==> config.mk <==
export PLATFORM = sky130hd
export DESIGN_NAME = delayed_task_ready_scheduler
export DESIGN_NICKNAME = d
export VERILOG_FILES = /design/src/sv/dtrs_pkg.sv /design/src/sv/dtrs_cell.sv /design/src/sv/dtrs_head.sv /design/src/sv/delayed_task_ready_scheduler.sv
export SDC_FILE = /design/constraint.sdc
export NUM_CORES = 1
export LEC_CHECK = 0
export BUFFER_PORTS_ARGS = -buffer_cell sky130_fd_sc_hd__buf_2
export CAP_MARGIN = 20
export CORE_MARGIN = 8
export CORE_UTILIZATION = 60
export CTS_BUF_LIST = sky130_fd_sc_hd__clkbuf_2 sky130_fd_sc_hd__clkbuf_4 sky130_fd_sc_hd__clkbuf_8
export CTS_CLUSTER_SIZE = 24
export DETAILED_ROUTE_END_ITERATION = 10
export GPL_TIMING_DRIVEN = 0
export PLACE_DENSITY = 0.88
export SYNTH_ARGS = -nofsm -noshare
export SYNTH_HDL_FRONTEND = slang
export SYNTH_SLANG_ARGS = --single-unit
==> constraint.sdc <==
create_clock -name clk -period 3.2 [get_ports clk]
set_clock_uncertainty 0.2 [all_clocks]
set_input_delay 0 -clock clk [delete_from_list [all_inputs] [get_ports clk]]
set_output_delay 0 -clock clk [all_outputs]
set_load 0.02 [all_outputs]
==> src/sv/dtrs_pkg.sv <==
// ----------------------------------------------------------------------------
// dtrs_pkg
// Shared opcodes, field widths and the slot write command type for the
// delayed task ready scheduler.
// ----------------------------------------------------------------------------
package dtrs_pkg;

  // field widths
  localparam int OP_W    = 3;
  localparam int ID_W    = 4;
  localparam int DELAY_W = 16;

  // largest slot count that a 4-bit id can address
  localparam int MAX_SLOTS = 16;

  // command opcodes
  localparam logic [OP_W-1:0] OP_QUEUE         = 3'd0;
  localparam logic [OP_W-1:0] OP_QUEUE_DELAYED = 3'd1;
  localparam logic [OP_W-1:0] OP_UNQUEUE       = 3'd2;
  localparam logic [OP_W-1:0] OP_TICK          = 3'd3;
  localparam logic [OP_W-1:0] OP_DISPATCH      = 3'd4;

  // write command for one slot cell
  typedef struct packed {
    logic               wr_en;
    logic               active;
    logic               load_delay;
    logic [DELAY_W-1:0] delay;
  } dtrs_wr_t;

endpackage

==> src/sv/dtrs_cell.sv <==
// ----------------------------------------------------------------------------
// dtrs_cell
// One task slot: active flag and delay counter. Either takes its neighbor's
// contents during a rotation or applies a direct slot write.
// ----------------------------------------------------------------------------
module dtrs_cell
  import dtrs_pkg::*;
(
  input  logic               clk,
  input  logic               rst,
  input  logic               shift_en,
  input  dtrs_wr_t           wr,
  input  logic               nb_active,
  input  logic [DELAY_W-1:0] nb_delay,
  output logic               active,
  output logic [DELAY_W-1:0] delay
);

  // slot storage
  always_ff @(posedge clk) begin
    if (rst) begin
      active <= 1'b0;
      delay  <= '0;
    end else if (shift_en) begin
      active <= nb_active;
      delay  <= nb_delay;
    end else if (wr.wr_en) begin
      active <= wr.active;
      if (wr.load_delay) begin
        delay <= wr.delay;
      end
    end
  end

endmodule

==> src/sv/dtrs_head.sv <==
// ----------------------------------------------------------------------------
// dtrs_head
// Slot processing at the head of the ring: tick decrement on the way back
// to the tail and ready detection for the dispatch scan.
// ----------------------------------------------------------------------------
module dtrs_head
  import dtrs_pkg::*;
(
  input  logic               do_tick,
  input  logic               active,
  input  logic [DELAY_W-1:0] delay,
  output logic [DELAY_W-1:0] delay_out,
  output logic               ready
);

  logic nonzero;

  // decrement active slots whose delay has not run out
  assign nonzero   = (delay != '0);
  assign delay_out = (do_tick && active && nonzero) ? delay - DELAY_W'(1) : delay;

  // ready when active with no delay left
  assign ready = active && !nonzero;

endmodule

==> src/sv/delayed_task_ready_scheduler.sv <==
// Queue, queue delayed and unqueue write one slot directly; tick rotates the ring.
// Dispatch walks the slot ring one slot per cycle, holding while a ready slot
// meets a stalled output, then emits the final result.
// The ring of slot cells rotates once per tick or dispatch, and no new command
// is accepted until that command is finished.
// Synchronous active-high reset clears every slot (inactive, zero delay).
// ----------------------------------------------------------------------------
// delayed_task_ready_scheduler
// Task slot table held in a rotating chain of cells; tick and dispatch
// process the slot passing through the head cell on each rotation step.
// ----------------------------------------------------------------------------
module delayed_task_ready_scheduler
  import dtrs_pkg::*;
#(
  parameter int NUM_TASKS = 16
) (
  input  logic        clk,
  input  logic        rst,
  // slave side
  input  logic        s_tvalid,
  output logic        s_tready,
  input  logic [23:0] s_tdata,   // opcode[2:0], task_id[6:3], delay_ticks[22:7]
  // master side
  output logic        m_tvalid,
  input  logic        m_tready,
  output logic [7:0]  m_tdata,   // ready_id[3:0]
  output logic [0:0]  m_tuser,   // found[0]
  output logic        m_tlast    // last
);

  localparam int SLOTS = (NUM_TASKS < MAX_SLOTS) ? NUM_TASKS : MAX_SLOTS;
  localparam int CW    = (SLOTS > 1) ? $clog2(SLOTS) : 1;
  localparam logic [CW-1:0] CNT_LAST = CW'(SLOTS - 1);

  localparam logic [1:0] ST_IDLE = 2'd0;
  localparam logic [1:0] ST_TICK = 2'd1;
  localparam logic [1:0] ST_SCAN = 2'd2;
  localparam logic [1:0] ST_FIN  = 2'd3;

  logic [1:0]         state, state_next;
  logic [CW-1:0]      cnt, cnt_next;
  logic               pend_valid, pend_valid_next;
  logic [ID_W-1:0]    pend_id, pend_id_next;

  logic [OP_W-1:0]    in_op;
  logic [ID_W-1:0]    in_id;
  logic [DELAY_W-1:0] in_delay;
  logic               s_accept;
  logic               slot_cmd;

  logic               cell_active [SLOTS];
  logic [DELAY_W-1:0] cell_delay  [SLOTS];
  dtrs_wr_t           cell_wr     [SLOTS];

  logic [DELAY_W-1:0] head_delay;
  logic               head_ready;
  logic               step;
  logic               out_busy;
  logic               out_load;
  logic [ID_W-1:0]    out_id;
  logic               out_found;
  logic               out_last;

  // input unpacking
  assign in_op    = s_tdata[2:0];
  assign in_id    = s_tdata[6:3];
  assign in_delay = s_tdata[22:7];
  assign s_tready = (state == ST_IDLE);
  assign s_accept = s_tvalid && s_tready;

  always_comb begin
    slot_cmd = s_accept && (in_op inside {OP_QUEUE, OP_QUEUE_DELAYED, OP_UNQUEUE});
  end

  // chain of slot cells, rotating toward cell 0
  for (genvar i = 0; i < SLOTS; i++) begin : g_cell
    logic               nb_active;
    logic [DELAY_W-1:0] nb_delay;

    if (i == SLOTS - 1) begin : g_tail
      assign nb_active = cell_active[0];
      assign nb_delay  = head_delay;
    end else begin : g_mid
      assign nb_active = cell_active[i+1];
      assign nb_delay  = cell_delay[i+1];
    end

    always_comb begin
      cell_wr[i].wr_en      = slot_cmd && (in_id == ID_W'(i));
      cell_wr[i].active     = (in_op != OP_UNQUEUE);
      cell_wr[i].load_delay = (in_op != OP_UNQUEUE);
      cell_wr[i].delay      = (in_op == OP_QUEUE_DELAYED) ? in_delay : '0;
    end

    dtrs_cell u_cell (
      .clk       (clk),
      .rst       (rst),
      .shift_en  (step),
      .wr        (cell_wr[i]),
      .nb_active (nb_active),
      .nb_delay  (nb_delay),
      .active    (cell_active[i]),
      .delay     (cell_delay[i])
    );
  end

  // head slot processing
  dtrs_head u_head (
    .do_tick   (state == ST_TICK),
    .active    (cell_active[0]),
    .delay     (cell_delay[0]),
    .delay_out (head_delay),
    .ready     (head_ready)
  );

  assign out_busy = m_tvalid && !m_tready;

  // sequencer: rotation, pending result and output loading
  always_comb begin
    state_next      = state;
    cnt_next        = cnt;
    pend_valid_next = pend_valid;
    pend_id_next    = pend_id;
    step            = 1'b0;
    out_load        = 1'b0;
    out_id          = pend_id;
    out_found       = 1'b1;
    out_last        = 1'b0;
    case (state)
      ST_IDLE: begin
        cnt_next = '0;
        if (s_accept && in_op == OP_TICK) begin
          state_next = ST_TICK;
        end else if (s_accept && in_op == OP_DISPATCH) begin
          state_next = ST_SCAN;
        end
      end
      ST_TICK: begin
        step     = 1'b1;
        cnt_next = cnt + CW'(1);
        if (cnt == CNT_LAST) begin
          state_next = ST_IDLE;
        end
      end
      ST_SCAN: begin
        step = !(head_ready && pend_valid && out_busy);
        if (step) begin
          cnt_next = cnt + CW'(1);
          if (head_ready) begin
            // a newer ready slot means the held one is not the last
            out_load        = pend_valid;
            pend_valid_next = 1'b1;
            pend_id_next    = ID_W'(cnt);
          end
          if (cnt == CNT_LAST) begin
            state_next = ST_FIN;
          end
        end
      end
      ST_FIN: begin
        if (!out_busy) begin
          out_load        = 1'b1;
          out_found       = pend_valid;
          out_id          = pend_valid ? pend_id : '0;
          out_last        = 1'b1;
          pend_valid_next = 1'b0;
          state_next      = ST_IDLE;
        end
      end
      default: begin
        state_next = ST_IDLE;
      end
    endcase
  end

  // control registers
  always_ff @(posedge clk) begin
    if (rst) begin
      state      <= ST_IDLE;
      cnt        <= '0;
      pend_valid <= 1'b0;
      m_tvalid   <= 1'b0;
    end else begin
      state      <= state_next;
      cnt        <= cnt_next;
      pend_valid <= pend_valid_next;
      m_tvalid   <= out_load || (m_tvalid && !m_tready);
    end
  end

  // payload registers
  always_ff @(posedge clk) begin
    pend_id <= pend_id_next;
    if (out_load) begin
      m_tdata <= {4'b0000, out_id};
      m_tuser <= out_found;
      m_tlast <= out_last;
    end
  end

`ifndef SYNTHESIS
  // nothing held over once the block is idle
  a_idle_no_pending: assert property (@(posedge clk) disable iff (rst)
    state == ST_IDLE |-> !pend_valid)
    else $error("pending result left over after a scan");

  // a result without a ready task ends the scan
  a_notfound_last: assert property (@(posedge clk) disable iff (rst)
    m_tvalid && !m_tuser[0] |-> m_tlast)
    else $error("not-found result without last");

  // a tick rotation returns to idle after its last slot
  a_tick_done: assert property (@(posedge clk) disable iff (rst)
    state == ST_TICK && cnt == CNT_LAST |=> state == ST_IDLE)
    else $error("tick rotation did not finish");

  // the output register is never overwritten while stalled
  a_no_overwrite: assert property (@(posedge clk) disable iff (rst)
    out_load |-> !out_busy)
    else $error("result loaded over a stalled transaction");
`endif

endmodule
# Yosys cells after proc, flatten, opt, wreduce, memory -nomap -nowiden
# Index checks and enable logic that the tools add are counted.
# W data, S select, Z words.
[op_classes] n_addsub=2 eq_ne=30 muxes=88 n_bitwise=2 reduce_logical=75
[ops] op="$mux W16" count=35
[ops] op="$mux W1" count=38
[ops] op="$eq A4 B4 Y1 const B" count=9
[ops] op="$reduce_bool A2 Y1" count=18
[ops] op="$reduce_and A2 Y1" count=17
[ops] op="$logic_and A1 B1 Y1" count=26
[ops] op="$eq A4 B3 Y1 const B" count=4
[ops] op="$mux W4" count=4
[ops] op="$reduce_bool A16 Y1" count=1
[ops] op="$sub A16 B1 Y16 const B" count=1
[ops] op="$mux W2" count=6
[ops] op="$pmux W4 S3" count=1
[ops] op="$ne A2 B2 Y1 const B" count=5
[ops] op="$eq A4 B2 Y1 const B" count=2
[ops] op="$pmux W2 S4" count=1
[ops] op="$eq A3 B2 Y1 const B" count=2
[ops] op="$pmux W1 S2" count=3
[ops] op="$reduce_bool A3 Y1" count=2
[ops] op="$reduce_and A5 Y1" count=1
[ops] op="$add A4 B1 Y4 const B" count=1
[ops] op="$eq A2 B2 Y1 const B" count=2
[ops] op="$eq A4 B1 Y1 const B" count=1
[ops] op="$logic_not A4 Y1" count=1
[ops] op="$reduce_and A4 Y1" count=1
[ops] op="other kinds (12)" count=15
[word_totals] reg_bits=290 in_bits=28 out_inout_bits=12 word_cells=237

# Logic depth before layout (Yosys ltp)
[depth] word_depth=9 depth_mapped=10 depth_no_buf=7

# Hierarchy
# A second synthesis with hierarchy kept.
[unflattened] cells_unflattened=1725 hier_area_um2=17484.3
[by_module_without_submodules] mod="dtrs_cell" n_inst=16 cells_per_inst=96 area_each_um2=991.0 seq_area_each_um2=340.3
[by_module_without_submodules] mod="delayed_task_ready_scheduler" n_inst=1 cells_per_inst=134 area_each_um2=1197.4 seq_area_each_um2=460.4
[by_module_without_submodules] mod="dtrs_head" n_inst=1 cells_per_inst=55 area_each_um2=431.7 seq_area_each_um2=0.0

# Worst setup path after synthesis
# Ideal clock, no wire load.
[synth_path] path_type="reg-to-reg" startpoint="register state[0]" endpoint="register g_cell[3].u_cell.delay[10]" setup_ps=86 arrival_time_ps=2516 required_time_ps=2914 path_slack_ps=398 stages_incl_launch_ff=10 path_buffers=2 synth_period_minus_slack_ps=2802 cell_sequence="dfxtp_1 inv_1 ha_1 nand2_1 or4_1 nand2b_1 buf_2 buf_1 mux2i_1 a211oi_1"
[synth_between] elab_chain_cells=6 word_cells_on_any_way=11 cone_classes="eq/ne: 2; mux: 2; reduce/logical: 7"
[synth_lines] item="start: declaration" line="delayed_task_ready_scheduler.sv:40" text="logic [1:0] state, state_next;"
[synth_lines] item="start signal: assignment" line="delayed_task_ready_scheduler.sv:184" text="state <= state_next;"
[synth_lines] item="$logic_not A2 Y1" line="delayed_task_ready_scheduler.sv:68" text="assign s_tready = (state == ST_IDLE);"
[synth_lines] item="net s_tready" line="delayed_task_ready_scheduler.sv:21" text="output logic s_tready,"
[synth_lines] item="$logic_and A1 B1 Y1" line="delayed_task_ready_scheduler.sv:69" text="assign s_accept = s_tvalid && s_tready;"
[synth_lines] item="$logic_and A1 B1 Y1" line="delayed_task_ready_scheduler.sv:72" text="slot_cmd = s_accept && (in_op inside {OP_QUEUE, OP_QUEUE_DELAYED, OP_UNQUEUE});"
[synth_lines] item="$logic_and A1 B1 Y1" line="delayed_task_ready_scheduler.sv:89" text="cell_wr[i].wr_en = slot_cmd && (in_id == ID_W'(i));"
[synth_lines] item="$reduce_bool A2 Y1 (no source line)"
[synth_lines] item="$reduce_and A2 Y1 (no source line)"
[synth_lines] item="end signal: assignment" line="dtrs_cell.sv:26" text="delay <= nb_delay;"
[synth_lines] item="end signal: assignment" line="dtrs_cell.sv:30" text="delay <= wr.delay;"
[synth_lines] item="end: declaration" line="dtrs_cell.sv:16" text="output logic [DELAY_W-1:0] delay"
# The timed path passes the listed nets, and every way through them passes these cells.
# A chain may end at the register's enable or synchronous reset.

# Worst setup path in the final report
[layout_path] startpoint="register state[1]" endpoint="register g_cell[2].u_cell.delay[3]"
[layout_between] elab_chain_cells=6 word_cells_on_any_way=11 cone_classes="eq/ne: 2; mux: 2; reduce/logical: 7"
[layout_lines] item="parallel branches: the longest is 6 deep, another holds $eq A2 B2 Y1"
[layout_lines] item="end signal: assignment" line="dtrs_cell.sv:26"
[layout_lines] item="end signal: assignment" line="dtrs_cell.sv:30"
[layout_lines] item="end: declaration" line="dtrs_cell.sv:16"
# Parallel ways; which one is timed is not known.

==> impl_metrics.prom <==
# TYPE chip_impl_metric gauge
chip_impl_info{name="rr_endpoint",value="g_cell[2].u_cell.delay[3]"} 1
chip_impl_info{name="crit_path_end_kind",value="register"} 1
chip_impl_metric{name="initial_core_util",unit=""} 0.608
chip_impl_metric{name="final_antenna_net_count",unit=""} 0
chip_impl_metric{name="maxClockFrequency",unit="MHz"} 323
chip_impl_info{name="ctsRootBufferMaster",value="clkbuf_8"} 1
chip_impl_metric{name="grt.overflow.total",unit=""} 0
chip_impl_metric{name="worst_setup_hold_path_clk_slew",unit="ns"} 0.07
chip_impl_metric{name="number_of_max_cap_violations",unit=""} 0
chip_impl_info{name="critPathLaunch",value="state[1]"} 1
chip_impl_metric{name="cp_max_fo",unit=""} 10
chip_impl_info{name="setup.worst_path.start_class",value="register"} 1
chip_impl_metric{name="pin_count_of_the_biggest_net_entering_global_routing",unit=""} 18
chip_impl_metric{name="drt-pass1-iter-count",unit=""} 7
chip_impl_metric{name="worst_path_largest_cell_delay",unit="ns"} 0.69
chip_impl_info{name="rsz0062_at_grt",value="no"} 1
chip_impl_metric{name="average_wire_per_cell_in_the_routed_design",unit="um"} 23.5
chip_impl_metric{name="cts_inserted_buffers",unit=""} 47
chip_impl_metric{name="maximum_vdd_ir_drop",unit="mV"} 0.281
chip_impl_metric{name="floorplan.io_pins",unit=""} 40
chip_impl_metric{name="cp.required",unit="ns"} 3.44
chip_impl_metric{name="slew_headroom",unit=""} 0.351
chip_impl_info{name="path_class",value="reg -> reg"} 1
chip_impl_metric{name="tritoncts_num_sinks",unit=""} 290
chip_impl_metric{name="die_height",unit="um"} 170
chip_impl_info{name="synth_top_cells_by_area",value="dfxtp_1 39%, mux2i_1 16%, a211oi_2 7.9%, a211oi_1 6.9%, nor2_1 6.7%"} 1
chip_impl_info{name="timing.hold.worst.class",value="in -> reg"} 1
chip_impl_metric{name="hold_viol_final",unit=""} 0
chip_impl_metric{name="power_leakage",unit="nW"} 6.76
chip_impl_metric{name="post_route_cells_drive_above_1_share",unit=""} 0.193
chip_impl_info{name="rr_startpoint",value="state[1]"} 1
chip_impl_metric{name="post-synth-top-area-fraction",unit=""} 0.395
chip_impl_metric{name="die_w",unit="um"} 170
chip_impl_info{name="path_common_cell",value="buf_2"} 1
chip_impl_metric{name="timing.critical_path.arrival",unit="ns"} 3.34
chip_impl_metric{name="fin_nets",unit=""} 1639
chip_impl_metric{name="number_of_global_route_vias_before_repair",unit=""} 12200
chip_impl_metric{name="floorplan.core_area",unit="mm2"} 0.0233
chip_impl_metric{name="wirelength",unit="mm"} 46.1
chip_impl_info{name="hold_path_startpoint",value="s_tdata[13]"} 1
chip_impl_metric{name="synth.avg_cell_area",unit="um2"} 9.49
chip_impl_metric{name="num_vias",unit=""} 12700
chip_impl_metric{name="totalNegativeSetupSlack",unit="ns"} 0
chip_impl_metric{name="gr-usage-met3",unit=""} 0.0823
chip_impl_metric{name="reg2regPathDepth",unit=""} 9
chip_impl_metric{name="utilization",unit=""} 0.686
chip_impl_info{name="critical_path.slowest_cell",value="clkbuf_1"} 1
chip_impl_metric{name="slew_at_the_pin_closest_to_its_max_slew_limit",unit="ns"} 0.973
chip_impl_metric{name="setup_slack",unit="ns"} 0.101
chip_impl_metric{name="setup_viol",unit=""} 0
chip_impl_info{name="synth_top_cell_by_area",value="dfxtp_1"} 1
chip_impl_metric{name="grt_antenna_before_repair",unit=""} 0
chip_impl_info{name="top_usage_layer",value="met2"} 1
chip_impl_metric{name="ff2ff_setup_slack",unit="ns"} 0.10
chip_impl_metric{name="period_needed",unit="ns"} 3.10
chip_impl_metric{name="fp-row-count",unit=""} 56
chip_impl_metric{name="ys_seq_elements",unit=""} 290
chip_impl_info{name="run_status",value="complete, no violations"} 1
chip_impl_metric{name="dp_slack",unit="ns"} -0.0947
chip_impl_info{name="worstPathCellList",value="inv_1, ha_2, and4bb_2, buf_2, nand3_1, buf_2, clkbuf_1, mux2i_1, a211oi_2"} 1
chip_impl_metric{name="io_buffer_count",unit=""} 32
chip_impl_metric{name="seq_area_frac_synth",unit=""} 0.416
chip_impl_metric{name="routed_via_density",unit=""} 6.46
chip_impl_metric{name="report.power.total",unit="mW"} 11.4
chip_impl_metric{name="met2_track_utilization_from_global_routing",unit=""} 0.473
chip_impl_metric{name="ys_warnings",unit=""} 0
chip_impl_metric{name="grt_util_all_layers",unit=""} 0.314
chip_impl_metric{name="finalWeightedCongestion",unit=""} 1.02
chip_impl_metric{name="hold-worst-slack",unit="ns"} 0.0550
chip_impl_metric{name="synthesis.instances",unit=""} 1496
chip_impl_info{name="critPathCapture",value="g_cell[2].u_cell.delay[3]"} 1
chip_impl_metric{name="global_route_wire_length_before_repair",unit="mm"} 70.3
chip_impl_info{name="tritoncts",value="built"} 1
chip_impl_metric{name="gr-usage-met1",unit=""} 0.393
chip_impl_metric{name="drt_iter0_markers",unit=""} 1845
chip_impl_metric{name="syn_area",unit="mm2"} 0.0142
chip_impl_metric{name="power.density",unit="mW/mm2"} 713
chip_impl_metric{name="post-route-period-util",unit=""} 0.968
chip_impl_metric{name="clockBufferDepth",unit=""} 3
chip_impl_metric{name="clock_tree.htree_level_count",unit=""} 2
chip_impl_metric{name="drv_slew",unit=""} 0
chip_impl_metric{name="post-dp-hpwl",unit="mm"} 31.7
chip_impl_metric{name="synth_cell_types",unit=""} 64
chip_impl_metric{name="drc",unit=""} 0
chip_impl_metric{name="design.die.area",unit="mm2"} 0.0288
chip_impl_metric{name="insertion_delay",unit="ns"} 0.58
chip_impl_metric{name="synth-async-reset-ratio",unit=""} 0
chip_impl_metric{name="insertedDiodeCount",unit=""} 0
chip_impl_info{name="synth_top_flop_cell",value="dfxtp_1"} 1
chip_impl_metric{name="syn_to_final_growth",unit="%"} 12.8
chip_impl_metric{name="synth_edf_count",unit=""} 10
-- worst max-delay path, delay by kind of cell (launching register included) --
kind	cells	cell delay (ns)
simple gates	2	0.40
flops	1	0.41
mux	1	0.32
compound gates	1	0.10
buf+inv	4	1.27
fa+ha+maj	1	0.24
-- how the worst min path moves through the flow --
stage	endpoint	slack [ns]	cells past startpoint
floorplan	m_tvalid	-0.006	2
global placement	m_tvalid	0.11	3
detailed placement	m_tvalid	0.14	3
CTS	g_cell[5].u_cell.delay[6]	0.005	5
global route	g_cell[6].u_cell.delay[6]	0.06	5
finish	g_cell[5].u_cell.delay[6]	0.06	5
-- cells in the mapped netlist, types with 20 or more instances --
library cell and n:
a211oi_1 130, a211oi_2 90, a21oi_1 30, a311oi_1 32, and2_1 21, buf_2 52, clkbuf_1 82, dfxtp_1 280
mux2i_1 224, nand2_1 66, nand3_1 51, nor2_1 254, o21ai_0 20
-- logic make-up after synthesis --
group | count (synthesis) | synth area share
and+or+nand+nor | 453 | 0.146
AOI/OAI and AO/OA | 330 | 0.201
DFF | 290 | 0.416
muxes | 233 | 0.165
buffers and inverters | 174 | 0.0604
xor gates and xnor gates | 8 | 0.00494
adders and majority gates | 7 | 0.00617
other | 1 | 0.000264
-- placed cells by master (no fill, tap or decap), types with 10 or more instances in the layout --
master	n
a311oi_1	32
a211oi_2	90
buf_6	10
nor2_1	253
a211oi_1	130
buf_4	18
clkbuf_1	78
nand2_1	66
nand3_1	51
a21oi_1	30
clkinv_2	13
dfxtp_1	280
edfxtp_1	10
dlygate4sd3_1	25
inv_1	10
and2_1	21
buf_2	82
mux2i_1	224
clkbuf_8	60
o22ai_1	10
o21ai_0	20
-- flip-flops by register name, indices dropped and copies added (netlist names) --
register and count:
m_tdata 4, m_tvalid 1, state 2, pend_id 4, g_cell.u_cell.active 16, pend_valid 1, m_tuser 1, g_cell.u_cell.delay 256
cnt 4, m_tlast 1
-- metrics by stage --
step,cell area (um2),cells
2_1_floorplan,14200,1499
3_3_place_gp,14800,1850
3_5_place_dp,14800,1850
4_1_cts,16000,1959
5_1_grt,16000,1959
6_report,16000,1959
-- metal layers --
layer	wire length, um	vias to the layer above
met2	19700	885
met4	3100	2
met3	5200	214
met5	35	-
met1	18000	5925
li1	-	5630
-- layout make-up --
type                            count  area [um2]
Multi-Input combinational cell   1035        7460
Fill cell                        1733        7320
Sequential cell                   290        5910
Clock buffer                       67         878
Buffer                            163         828
Timing Repair Buffer               57         410
Tap cell                          319         399
Clock inverter                     18        92.6
Inverter                           10        37.5
-- power by group --
group / internal (mW) / switching (mW)
registers: 4.45 / 0.651
logic: 1.20 / 1.77
clock network: 1.78 / 1.57
total: 7.43 / 3.99
-- repair_timing --
action	4_1_cts	5_1_grt
hold endpoints to repair	76	0
setup buffers	0	0
cloned	0	0
hold buffers	25	0
endpoints found under the setup margin	17	39
resized for setup	2	16
pin swaps	0	0
(Power assumes the default switching activity.)
